File: config.mk
export PLATFORM = sky130hd
export DESIGN_NAME = oets_ctrl
export DESIGN_NICKNAME = d
export VERILOG_FILES = /design/src/rtl/core/oets_pkg.sv /design/src/rtl/core/oets_ctrl.sv
export SDC_FILE = /design/constraint.sdc
export NUM_CORES = 1
export LEC_CHECK = 0
export BUFFER_PORTS_ARGS = -buffer_cell sky130_fd_sc_hd__buf_2
export CELL_PAD_IN_SITES_DETAIL_PLACEMENT = 2
export CELL_PAD_IN_SITES_GLOBAL_PLACEMENT = 2
export CORE_AREA = 3 3 40 42
export DETAILED_ROUTE_END_ITERATION = 8
export DIE_AREA = 0 0 43 45
export GPL_TIMING_DRIVEN = 0
export HOLD_SLACK_MARGIN = 0.03
export PLACE_DENSITY = 0.53
export SETUP_SLACK_MARGIN = 0.3
export SLEW_MARGIN = 20
export SYNTH_ARGS = -nofsm -noshare
export SYNTH_HDL_FRONTEND = slang
export SYNTH_SLANG_ARGS = --single-unit
File: constraint.sdc
create_clock -name clk_i -period 0.95 [get_ports clk_i]
set_input_delay 0.0475 -clock clk_i [delete_from_list [all_inputs] [get_ports clk_i]]
set_output_delay 0.0475 -clock clk_i [all_outputs]
set_load 0.005 [all_outputs]
File: src/rtl/core/oets_pkg.sv
// package of the odd-even transposition sorter: item types, fsm states, control structs
`timescale 1ns / 1ps
`default_nettype none

package oets_pkg;

  localparam int unsigned DataW       = 32;
  localparam int unsigned DefCapacity = 32;

  typedef struct packed {
    logic signed [DataW-1:0] value;
    logic                    set_end;
  } oets_in_t;

  typedef struct packed {
    logic signed [DataW-1:0] sorted_value;
    logic                    final_result;
    logic                    overflowed;
  } oets_out_t;

  typedef enum logic [1:0] {
    ST_LOAD,
    ST_SORT,
    ST_DRAIN
  } oets_state_e;

  // controller to datapath
  typedef struct packed {
    logic load;        // input item accepted
    logic phase_step;  // run one transposition phase
    logic shift;       // result item accepted, advance the store
  } oets_cmd_t;

  // datapath to controller
  typedef struct packed {
    logic sort_last;   // current phase is the final one
    logic last_out;    // head of store is the last element of the set
  } oets_status_t;

endpackage

`default_nettype wire

File: src/rtl/core/oets_ctrl.sv
// controller state machine of the odd-even transposition sorter
`timescale 1ns / 1ps
`default_nettype none

module oets_ctrl (
  input  wire logic                  clk_i,
  input  wire logic                  rst_ni,
  input  wire logic                  in_valid_i,
  input  wire logic                  in_set_end_i,
  output logic                       in_ready_o,
  output logic                       out_valid_o,
  input  wire logic                  out_ready_i,
  input  wire oets_pkg::oets_status_t status_i,
  output oets_pkg::oets_cmd_t        cmd_o
);
  import oets_pkg::*;

  oets_state_e state_q, state_d;

  always_ff @(posedge clk_i or negedge rst_ni) begin
    if (!rst_ni) begin
      state_q <= ST_LOAD;
    end else begin
      state_q <= state_d;
    end
  end

  always_comb begin
    state_d = state_q;
    unique case (state_q)
      ST_LOAD: begin
        if (in_valid_i && in_set_end_i) begin
          state_d = ST_SORT;
        end
      end
      ST_SORT: begin
        if (status_i.sort_last) begin
          state_d = ST_DRAIN;
        end
      end
      ST_DRAIN: begin
        if (out_ready_i && status_i.last_out) begin
          state_d = ST_LOAD;
        end
      end
      default: state_d = ST_LOAD;
    endcase
  end

  always_comb begin
    in_ready_o       = 1'b0;
    out_valid_o      = 1'b0;
    cmd_o.load       = 1'b0;
    cmd_o.phase_step = 1'b0;
    cmd_o.shift      = 1'b0;
    unique case (state_q)
      ST_LOAD: begin
        in_ready_o = 1'b1;
        cmd_o.load = in_valid_i;
      end
      ST_SORT: begin
        cmd_o.phase_step = 1'b1;
      end
      ST_DRAIN: begin
        out_valid_o = 1'b1;
        cmd_o.shift = out_ready_i;
      end
      default: begin
        in_ready_o = 1'b0;
      end
    endcase
  end

endmodule

`default_nettype wire

==> results of run 1 <==
[timing repair]
| item | in CTS | in global routing |
|---|---|---|
| setup endpoints to repair | 7 | 7 |
| hold buffers | 1 | 0 |
| pin swaps | 4 | 0 |
| resized for setup | 3 | 3 |
| endpoints found under the hold margin | 2 | 0 |
| setup buffers | 3 | 0 |
[worst register-to-register path, delay by kind of cell (launching register included)]
family                 cells  cell delay (ns)
AOI/OAI and AO/OA          1             0.21
DFF                        1             0.42
and+or+nand+nor            1             0.14
buffers and inverters      1             0.11
[logic make-up after synthesis]
group | share of synthesized area, %
AOI/OAI and AO/OA | 17.2
DFF | 43.0
buffers and inverters | 3.22
and+or+nand+nor | 36.5
[metrics by stage]
step	hold WS (ns)	setup WS [ns]	setup TNS, ns	util, %	total power [mW]
after global placement	-0.166	0.0787	0	14.8	0.402
final	0.0771	-0.111	-0.362	20.7	0.763
after CTS	0.0708	-0.132	-0.446	20.0	0.752
after detailed placement	-0.166	0.0497	0	14.8	0.420
after floorplan	-0.248	0.100	0	-	0.295
after global routing	0.0839	-0.169	-0.682	20.7	0.824
[cells in the mapped netlist (all sizes together)]
| cell | n |
|---|---|
| a22o | 1 |
| a32o | 1 |
| and2 | 2 |
| dfrtp | 2 |
| inv | 1 |
| nand2 | 1 |
| nor2 | 1 |
| nor2b | 2 |
[cell usage in the layout, fill, tap and decap left out]
cell and count:
a22o_1 1, a32o_2 1, and2_1 1, and2_4 1, buf_2 10, buf_4 2, buf_6 2, clkbuf_4 3
dfrtp_1 1, dfrtp_2 1, dlygate4sd3_1 1, inv_1 1, nand2_1 1, nor2_2 1, nor2b_4 2
[how the worst max path moves through the flow]
stage,startpoint,to,slack (ns),cells past startpoint
2_1_floorplan,state_q[1],state_q[1],0.10,2
3_3_place_gp,state_q[1],cmd_o[0],0.08,3
3_5_place_dp,state_q[1],cmd_o[0],0.05,3
4_1_cts,state_q[0],cmd_o[0],-0.13,3
5_1_grt,state_q[0],cmd_o[2],-0.17,3
6_report,state_q[0],cmd_o[0],-0.11,3
[power by group]
group	switching, mW	leakage [nW]	internal, mW
Combinational	0.145	0.106	0.267
Clock	0.0502	0.0138	0.140
Sequential	0.0383	0.0247	0.123
[final cells by class]
cell class / instances / area (µm²) / area share [%]
timing repair buffer: 15 / 97.6 / 36.6
multi-input combinational: 8 / 72.6 / 27.2
sequential: 2 / 51.3 / 19.2
clock buffer: 3 / 22.5 / 8.45
tap: 15 / 18.8 / 7.04
inverter: 1 / 3.75 / 1.41
[routing by layer]
layer	vias up	wire length, µm
li1	74	-
met1	73	194
met2	12	191
met3	0	72
met4	0	0
met5	-	0
==> results.json, run 1 <==
{
  "p_leak_nw": 0.145,
  "use_met3_pct": 3.59,
  "whs_path_depth": 2,
  "cp_top_family": "flip-flops",
  "slew_violations": 0,
  "fmax_mhz": 943,
  "clock_path_buffers": 2,
  "min_path_type": "input port to register",
  "fp.dieW_um": 43,
  "dp_hpwl_um": 354,
  "syn-cell-area_um2": 116,
  "coreArea_um2": 1280,
  "min_period_over_period_pct": 112,
  "rr_worst_depth": 3,
  "num_rows": 13,
  "dp.cells": 37,
  "crit_type": "register to output pin",
  "ys_top_cells_by_area": "dfrtp_1, nor2b_4, and2_1",
  "start_util_pct": 9.06,
  "synth_fp_nets": 18,
  "setup_viol": 6,
  "cpMaxStageDelayCell": "dfrtp_2",
  "grt_pass1_wl_um": 800,
  "synth_top_area_cell": "dfrtp_1",
  "final_nets": 38,
  "dpl_cell_area_um2": 190,
  "yosysUniqueCellTypes": 9,
  "fin_cells": 44,
  "r2r_start": "state_q[0]",
  "run_status": "complete, but fails checks",
  "cts_tree": "built",
  "antenna_left": 0,
  "slowest_delay_ns": 0.42,
  "routedWlPerCell_um": 10.4,
  "fillers": 161,
  "cts_root_buf": "clkbuf_4",
  "worstHoldEndpoint": "state_q[1]",
  "htreeDepth": 1,
  "numClockSinks": 2,
  "drv_cap": 0,
  "rsz0062_at_grt": "true",
  "peakVddDrop_mv": 0.577,
  "syn_avg_cell_area_um2": 10.6,
  "timing.final.ws_setup_ns": -0.111,
  "numCtsBuffers": 3,
  "start_kind": "register",
  "antenna_cells": 0,
  "yosysSeqAreaShare_pct": 43.0,
  "synth_top_area_share_pct": 43.0,
  "crit_chain": "nor2b_4 -> and2_4 -> buf_6",
  "violations": "negative setup slack",
  "reg2reg_to": "state_q[0]",
  "relSlewSlack_pct": 92.8,
  "insertion_delay_ns": 0.22,
  "drtPass1Iterations": 3,
  "overflow": 0,
  "top_register": "state_q",
  "clkTransAtPathRegs_ns": 0.03,
  "use_met2_pct": 9.58,
  "synth_cells": 11,
  "route.final.wire_length_um": 458,
  "grt.busiest_layer": "met2",
  "worstMarginPinSlew_ns": 0.108,
  "cp_data_required_time_ns": 0.90,
  "crit_arrival_ns": 1.01,
  "hold_violations": 0,
  "gp_congestion": 0.598,
  "met1_usage_pct": 5.54,
  "critPathMaxFanout": 3,
  "fin_skew_ns": 0.00404,
  "grt_max_degree": 4,
  "final_area_um2": 267,
  "die_y_um": 45,
  "yosys_warnings": 0,
  "via_per_inst": 3.61,
  "drc": 0,
  "path_buf_inv": 1,
  "die_area_um2": 1940,
  "hp-start": "status_i[1]",
  "top_regs": "state_q: 2 flops",
  "drtIter0Drc": 1,
  "portBuffers": 11,
  "vias": 159,
  "track_usage_pct": 6.33,
  "grt_pass1_vias": 183,
  "synth-seq-cells": 2,
  "p_per_area_nw_per_um2": 2860,
  "cp-end-kind": "output pin",
  "reg2reg_slack_ns": -0.05,
  "drive_above_1_share_pct": 79.3,
  "period_needed_ns": 1.06,
  "largest_reg_flops": 2,
  "io_pins": 12,
  "syn_to_final_growth_pct": 129,
  "antenna_found_initial": 0
}
(Power assumes the default switching activity.)
==> run 2, diff against run 1 <==
--- a/config.mk
+++ b/config.mk
@@ -5,6 +5,7 @@
 export SDC_FILE = /design/constraint.sdc
 export NUM_CORES = 1
 export LEC_CHECK = 0
+export ABC_AREA = 1
 export BUFFER_PORTS_ARGS = -buffer_cell sky130_fd_sc_hd__buf_2
 export CELL_PAD_IN_SITES_DETAIL_PLACEMENT = 2
 export CELL_PAD_IN_SITES_GLOBAL_PLACEMENT = 2
@@ -13,7 +14,7 @@
 export DIE_AREA = 0 0 43 45
 export GPL_TIMING_DRIVEN = 0
 export HOLD_SLACK_MARGIN = 0.03
-export PLACE_DENSITY = 0.53
+export PLACE_DENSITY = 0.58
 export SETUP_SLACK_MARGIN = 0.3
 export SLEW_MARGIN = 20
 export SYNTH_ARGS = -nofsm -noshare
==> run 2 against run 1 <==
Against the previous run:
- the flow still finishes with violations (negative setup slack)
- core utilization decreased by 1.8 points
- clock power decreased by 2%
- clock-buffer cell count unchanged
- critical endpoint unchanged
==> results.json, run 2 <==
{
  "coreArea_um2": 1280,
  "fillers": 159,
  "fp.dieW_um": 43,
  "htreeDepth": 1,
  "antenna_found_initial": 0,
  "critPathMaxFanout": 5,
  "largest_reg_flops": 2,
  "die_y_um": 45,
  "period_needed_ns": 1.03,
  "grt_max_degree": 6,
  "cts_tree": "built",
  "route.final.wire_length_um": 490,
  "use_met2_pct": 11.4,
  "yosys_warnings": 0,
  "drv_cap": 0,
  "crit_arrival_ns": 0.99,
  "numCtsBuffers": 3,
  "insertion_delay_ns": 0.22,
  "die_area_um2": 1940,
  "clkTransAtPathRegs_ns": 0.03,
  "synth_edf_count": 0,
  "mostFrequentLayoutCells": "buf_2, nand2_1, nor2_2, clkbuf_4",
  "synth-seq-cells": 2,
  "portBuffers": 11,
  "rsz0062_at_grt": "true",
  "timing.final.ws_setup_ns": -0.0838,
  "peakVddDrop_mv": 0.376,
  "top_register": "state_q",
  "final_nets": 41,
  "final_common_cell": "buf_2",
  "violations": "negative setup slack",
  "yosysUniqueCellTypes": 9,
  "yosysSeqAreaShare_pct": 41.7,
  "reg2reg_to": "state_q[0]",
  "track_usage_pct": 7.08,
  "hold_violations": 0,
  "post-place-ws_ns": 0.135,
  "final_area_um2": 243,
  "overflow": 0,
  "routedWlPerCell_um": 10.4,
  "worstMarginPinSlew_ns": 0.135,
  "p_per_area_nw_per_um2": 2640,
  "crit_type": "register to output pin",
  "start_kind": "register",
  "cts_root_buf": "clkbuf_4",
  "numClockSinks": 2,
  "antenna_cells": 0,
  "grt_pass1_wl_um": 855,
  "use_met3_pct": 6.37,
  "hp-start": "status_i[1]",
  "dp_hpwl_um": 383,
  "run_status": "complete, but fails checks",
  "synthArstFlopShare_pct": 100,
  "r2r_start": "state_q[1]",
  "ys_top_cells_by_area": "dfrtp_1, nand2_1, nor2_2",
  "antenna_left": 0,
  "p_leak_nw": 0.134,
  "whs_path_depth": 3,
  "met1_usage_pct": 4.59,
  "syn_to_final_growth_pct": 102,
  "slew_violations": 0,
  "gp_congestion": 0.711,
  "fin_skew_ns": 0.000690,
  "fin_util_pct": 18.9,
  "io_pins": 12,
  "yosysMostFrequentCell": "nand2_1",
  "synth_cells": 17,
  "via_per_inst": 3.60,
  "top_regs": "state_q: 2 flops",
  "worstHoldEndpoint": "state_q[1]",
  "rr_worst_depth": 3,
  "start_util_pct": 9.35,
  "drc": 0,
  "drtIter0Drc": 0,
  "dpl_cell_area_um2": 196,
  "syn-cell-area_um2": 120,
  "fin_cells": 47,
  "drive_above_1_share_pct": 71.9,
  "fmax_mhz": 967,
  "dp.cells": 43,
  "syn_avg_cell_area_um2": 7.07,
  "grt_pass1_vias": 214,
  "reg2reg_slack_ns": 0.16,
  "vias": 169,
  "num_rows": 13,
  "setup_viol": 5,
  "cp_data_required_time_ns": 0.90,
  "relSlewSlack_pct": 91.0,
  "synth_top_area_cell": "dfrtp_1",
  "drtPass1Iterations": 1,
  "synth_top_area_share_pct": 41.7,
  "clock_path_buffers": 2,
  "synth_top_flop_cell": "dfrtp_1",
  "synth_fp_nets": 24,
  "netlist_top_cells_count": "nand2_1, dfrtp_1, inv_1, nor2_2",
  "grt.busiest_layer": "met2",
  "min_period_over_period_pct": 109,
  "cp-end-kind": "output pin",
  "min_path_type": "input port to register"
}
-- run 2: cell families (layout without fill, tap and decap cells) --
group	after synthesis	in the layout	share of synthesized area, %
buffers and inverters	3	18	9.37
AND/OR/NAND/NOR	12	12	49.0
flip-flops	2	2	41.7
-- run 2: what timing repair did --
item                                   CTS  global route
hold buffers                             1             0
endpoints found under the hold margin    2             0
setup endpoints to repair                7             7
gates resized for setup                  3             2
pin swaps                                1             1
buffers inserted                         0             0
-- run 2: final cells by class --
type                            instances  area [µm²]  area share (%)
Timing Repair Buffer                   12        71.3            29.4
Multi-Input combinational cell         12        66.3            27.3
Sequential cell                         2        52.6            21.6
Clock buffer                            3        22.5            9.28
Tap cell                               15        18.8            7.73
Inverter                                3        11.3            4.64
-- run 2: power breakdown --
part           switching [mW]  total (mW)  internal (mW)  leakage [nW]
clock network          0.0466       0.186          0.139        0.0138
logic                   0.124       0.264          0.140        0.0969
registers              0.0654       0.193          0.127        0.0233
-- run 2: critical path, cell delays in order (launching register included) --
cell     delay (ns)
dfrtp_2        0.44
and3_2         0.22
buf_6          0.11
-- run 2: worst max path at each step --
stage                     from          to  cells after the start
finish              state_q[1]    cmd_o[0]                      2
global route        state_q[0]    cmd_o[2]                      2
CTS                 state_q[0]    cmd_o[0]                      3
detailed placement  state_q[0]    cmd_o[2]                      2
global placement    state_q[0]    cmd_o[2]                      2
floorplan           state_q[0]  state_q[0]                      4
-- run 2: routing by layer --
layer / part of all wire (%) / wire length, µm
met4: 0 / 0
met5: 0 / 0
met2: 50 / 245
met1: 31 / 154
met3: 18 / 90
-- run 2: through the flow --
step           hold slack (ns)  total power, mW  setup TNS, ns
3_5_place_dp            -0.164            0.419              0
5_1_grt                 0.0710            0.714         -0.506
4_1_cts                 0.0512            0.647         -0.261
6_report                0.0545            0.642         -0.202
2_1_floorplan           -0.248            0.294              0
3_3_place_gp            -0.166            0.408              0
==> run 3, diff against run 2 <==
--- a/config.mk
+++ b/config.mk
@@ -14,7 +14,7 @@
 export DIE_AREA = 0 0 43 45
 export GPL_TIMING_DRIVEN = 0
 export HOLD_SLACK_MARGIN = 0.03
-export PLACE_DENSITY = 0.58
+export PLACE_DENSITY = 0.57
 export SETUP_SLACK_MARGIN = 0.3
 export SLEW_MARGIN = 20
 export SYNTH_ARGS = -nofsm -noshare
==> run 3 against run 2 <==
Against the previous run:
- the run still ends with negative setup slack left
- worst setup slack improved by 0.013 ns
- combinational power grew 13%
- core utilization increased by 0.88 points
- final area rose by 4.6%
- clock power about the same
- fmax up 1.3%
- final cell count up 2.1%
- non-clock buffer count increased by 1
- first-iteration DRC count did not move
- critical path depth increased by 1
- critical endpoint unchanged
==> results.json, run 3 (synthesis results as in run 2) <==
{
  "run_status": "complete, but fails checks",
  "violations": "negative setup slack",
  "cts_root_buf": "clkbuf_4",
  "grt_pass1_vias": 188,
  "fin_util_pct": 19.8,
  "slew_violations": 0,
  "final_area_um2": 254,
  "antenna_left": 0,
  "crit_type": "register to output pin",
  "rsz0062_at_grt": "true",
  "portBuffers": 11,
  "grt_max_degree": 6,
  "min_path_type": "input port to register",
  "hold_slack_ns": 0.0525,
  "via_per_inst": 3.75,
  "cp-end-kind": "output pin",
  "fp.dieW_um": 43,
  "antenna_cells": 0,
  "power_switching_mw": 0.243,
  "final_common_cell": "buf_2",
  "route.final.wire_length_um": 464,
  "gp_congestion": 0.785,
  "die_area_um2": 1940,
  "top_register": "state_q",
  "grt_pass1_wl_um": 814,
  "dp.cells": 43,
  "largest_reg_flops": 2,
  "track_usage_pct": 6.33,
  "overflow": 0,
  "mostFrequentLayoutCells": "buf_2, nand2_1, nor2_2, clkbuf_4",
  "p_int_mw": 0.428,
  "drv_cap": 0,
  "rr_worst_depth": 5,
  "drtPass1Iterations": 1,
  "whs_path_depth": 3,
  "peakVddDrop_mv": 0.510,
  "slowest_delay_ns": 0.43,
  "dpl_cell_area_um2": 196,
  "htreeDepth": 1,
  "start_util_pct": 9.35,
  "fin_cells": 48,
  "worstMarginPinSlew_ns": 0.138,
  "clock_path_buffers": 2,
  "syn_to_final_growth_pct": 111,
  "fillers": 164,
  "numCtsBuffers": 3,
  "vias": 180,
  "routedWlPerCell_um": 9.67,
  "coreArea_um2": 1280,
  "drive_above_1_share_pct": 69.7,
  "crit_chain": "inv_2 -> and3_4 -> buf_6",
  "drc": 0,
  "p_per_area_nw_per_um2": 2640,
  "numClockSinks": 2,
  "crit_arrival_ns": 0.97,
  "critPathMaxFanout": 4,
  "min_period_over_period_pct": 107,
  "io_pins": 12,
  "drtIter0Drc": 0,
  "clkTransAtPathRegs_ns": 0.03,
  "final_nets": 42,
  "hold_violations": 0,
  "dp_hpwl_um": 392,
  "setup_viol": 4,
  "power_frac_seq_pct": 27.6,
  "insertion_delay_ns": 0.22,
  "p_sw_share_pct": 36.2,
  "top_regs": "state_q: 2 flops",
  "cts_tree": "built",
  "cpMaxStageDelayCell": "dfrtp_2",
  "antenna_found_initial": 0,
  "power_frac_clock_pct": 27.8,
  "fin_skew_ns": 0.0000658,
  "period_needed_ns": 1.02,
  "fmax_mhz": 980,
  "cp_data_required_time_ns": 0.90,
  "relSlewSlack_pct": 90.8,
  "timing.final.ws_setup_ns": -0.0708,
  "die_y_um": 45,
  "p_comb_share_pct": 44.6,
  "start_kind": "register",
  "p_leak_nw": 0.139,
  "num_rows": 13
}
-- run 3: area by class of cell --
cell class | instances | area [µm²] | share of cell area [%]
Timing Repair Buffer | 13 | 78.8 | 31.0
Multi-Input combinational cell | 12 | 70.1 | 27.6
Sequential cell | 2 | 52.6 | 20.7
Clock buffer | 3 | 22.5 | 8.87
Tap cell | 15 | 18.8 | 7.39
Inverter | 3 | 11.3 | 4.43
-- run 3: path summary, 6_finish.rpt --
path,startpoint,slack (ns),to
worst max-delay path,state_q[0],-0.07,cmd_o[0]
worst min-delay path,status_i[1],0.05,state_q[1]
worst max register to register,state_q[1],0.05,state_q[1]
worst min register to register,state_q[1],0.61,state_q[1]
max in group asynchronous,rst_ni,0.71,state_q[1]
min in group asynchronous,rst_ni,0.14,state_q[0]
-- run 3: repair_timing --
action                                  in CTS  in global routing
hold buffers                                 1                  0
hold endpoints to repair                     2                  0
resized for setup                            4                  1
cloned                                       0                  0
pin swaps                                    1                  1
buffers inserted                             1                  0
endpoints found under the setup margin       7                  7
-- run 3: metal layers --
layer / track usage [%] / part of all wire, %
met5: 0 / 0
met4: 7.23 / 3.7
met3: 2.39 / 13
met2: 9.58 / 43
met1: 6.28 / 40
-- run 3: critical path, delay by kind of cell, from the launching register on --
family | cells | cell delay (ns)
simple gates | 1 | 0.17
buf+inv | 2 | 0.15
flops | 1 | 0.43
-- run 3: per-stage QoR --
stage,TNS (ns),worst slack [ns],power [mW]
floorplan,0,0.213,0.294
global placement,0,0.152,0.405
detailed placement,0,0.135,0.425
CTS,-0.313,-0.0948,0.688
global route,-0.554,-0.135,0.755
finish,-0.184,-0.0708,0.671
-- run 3: power by group through the flow --
stage                     Sequential (mW)  Combinational, mW  Clock [mW]
after floorplan                     0.164              0.130           0
after global placement              0.169              0.236           0
after detailed placement            0.173              0.252           0
after CTS                           0.184              0.307       0.197
after global routing                0.194              0.346       0.214
final                               0.185              0.299       0.187
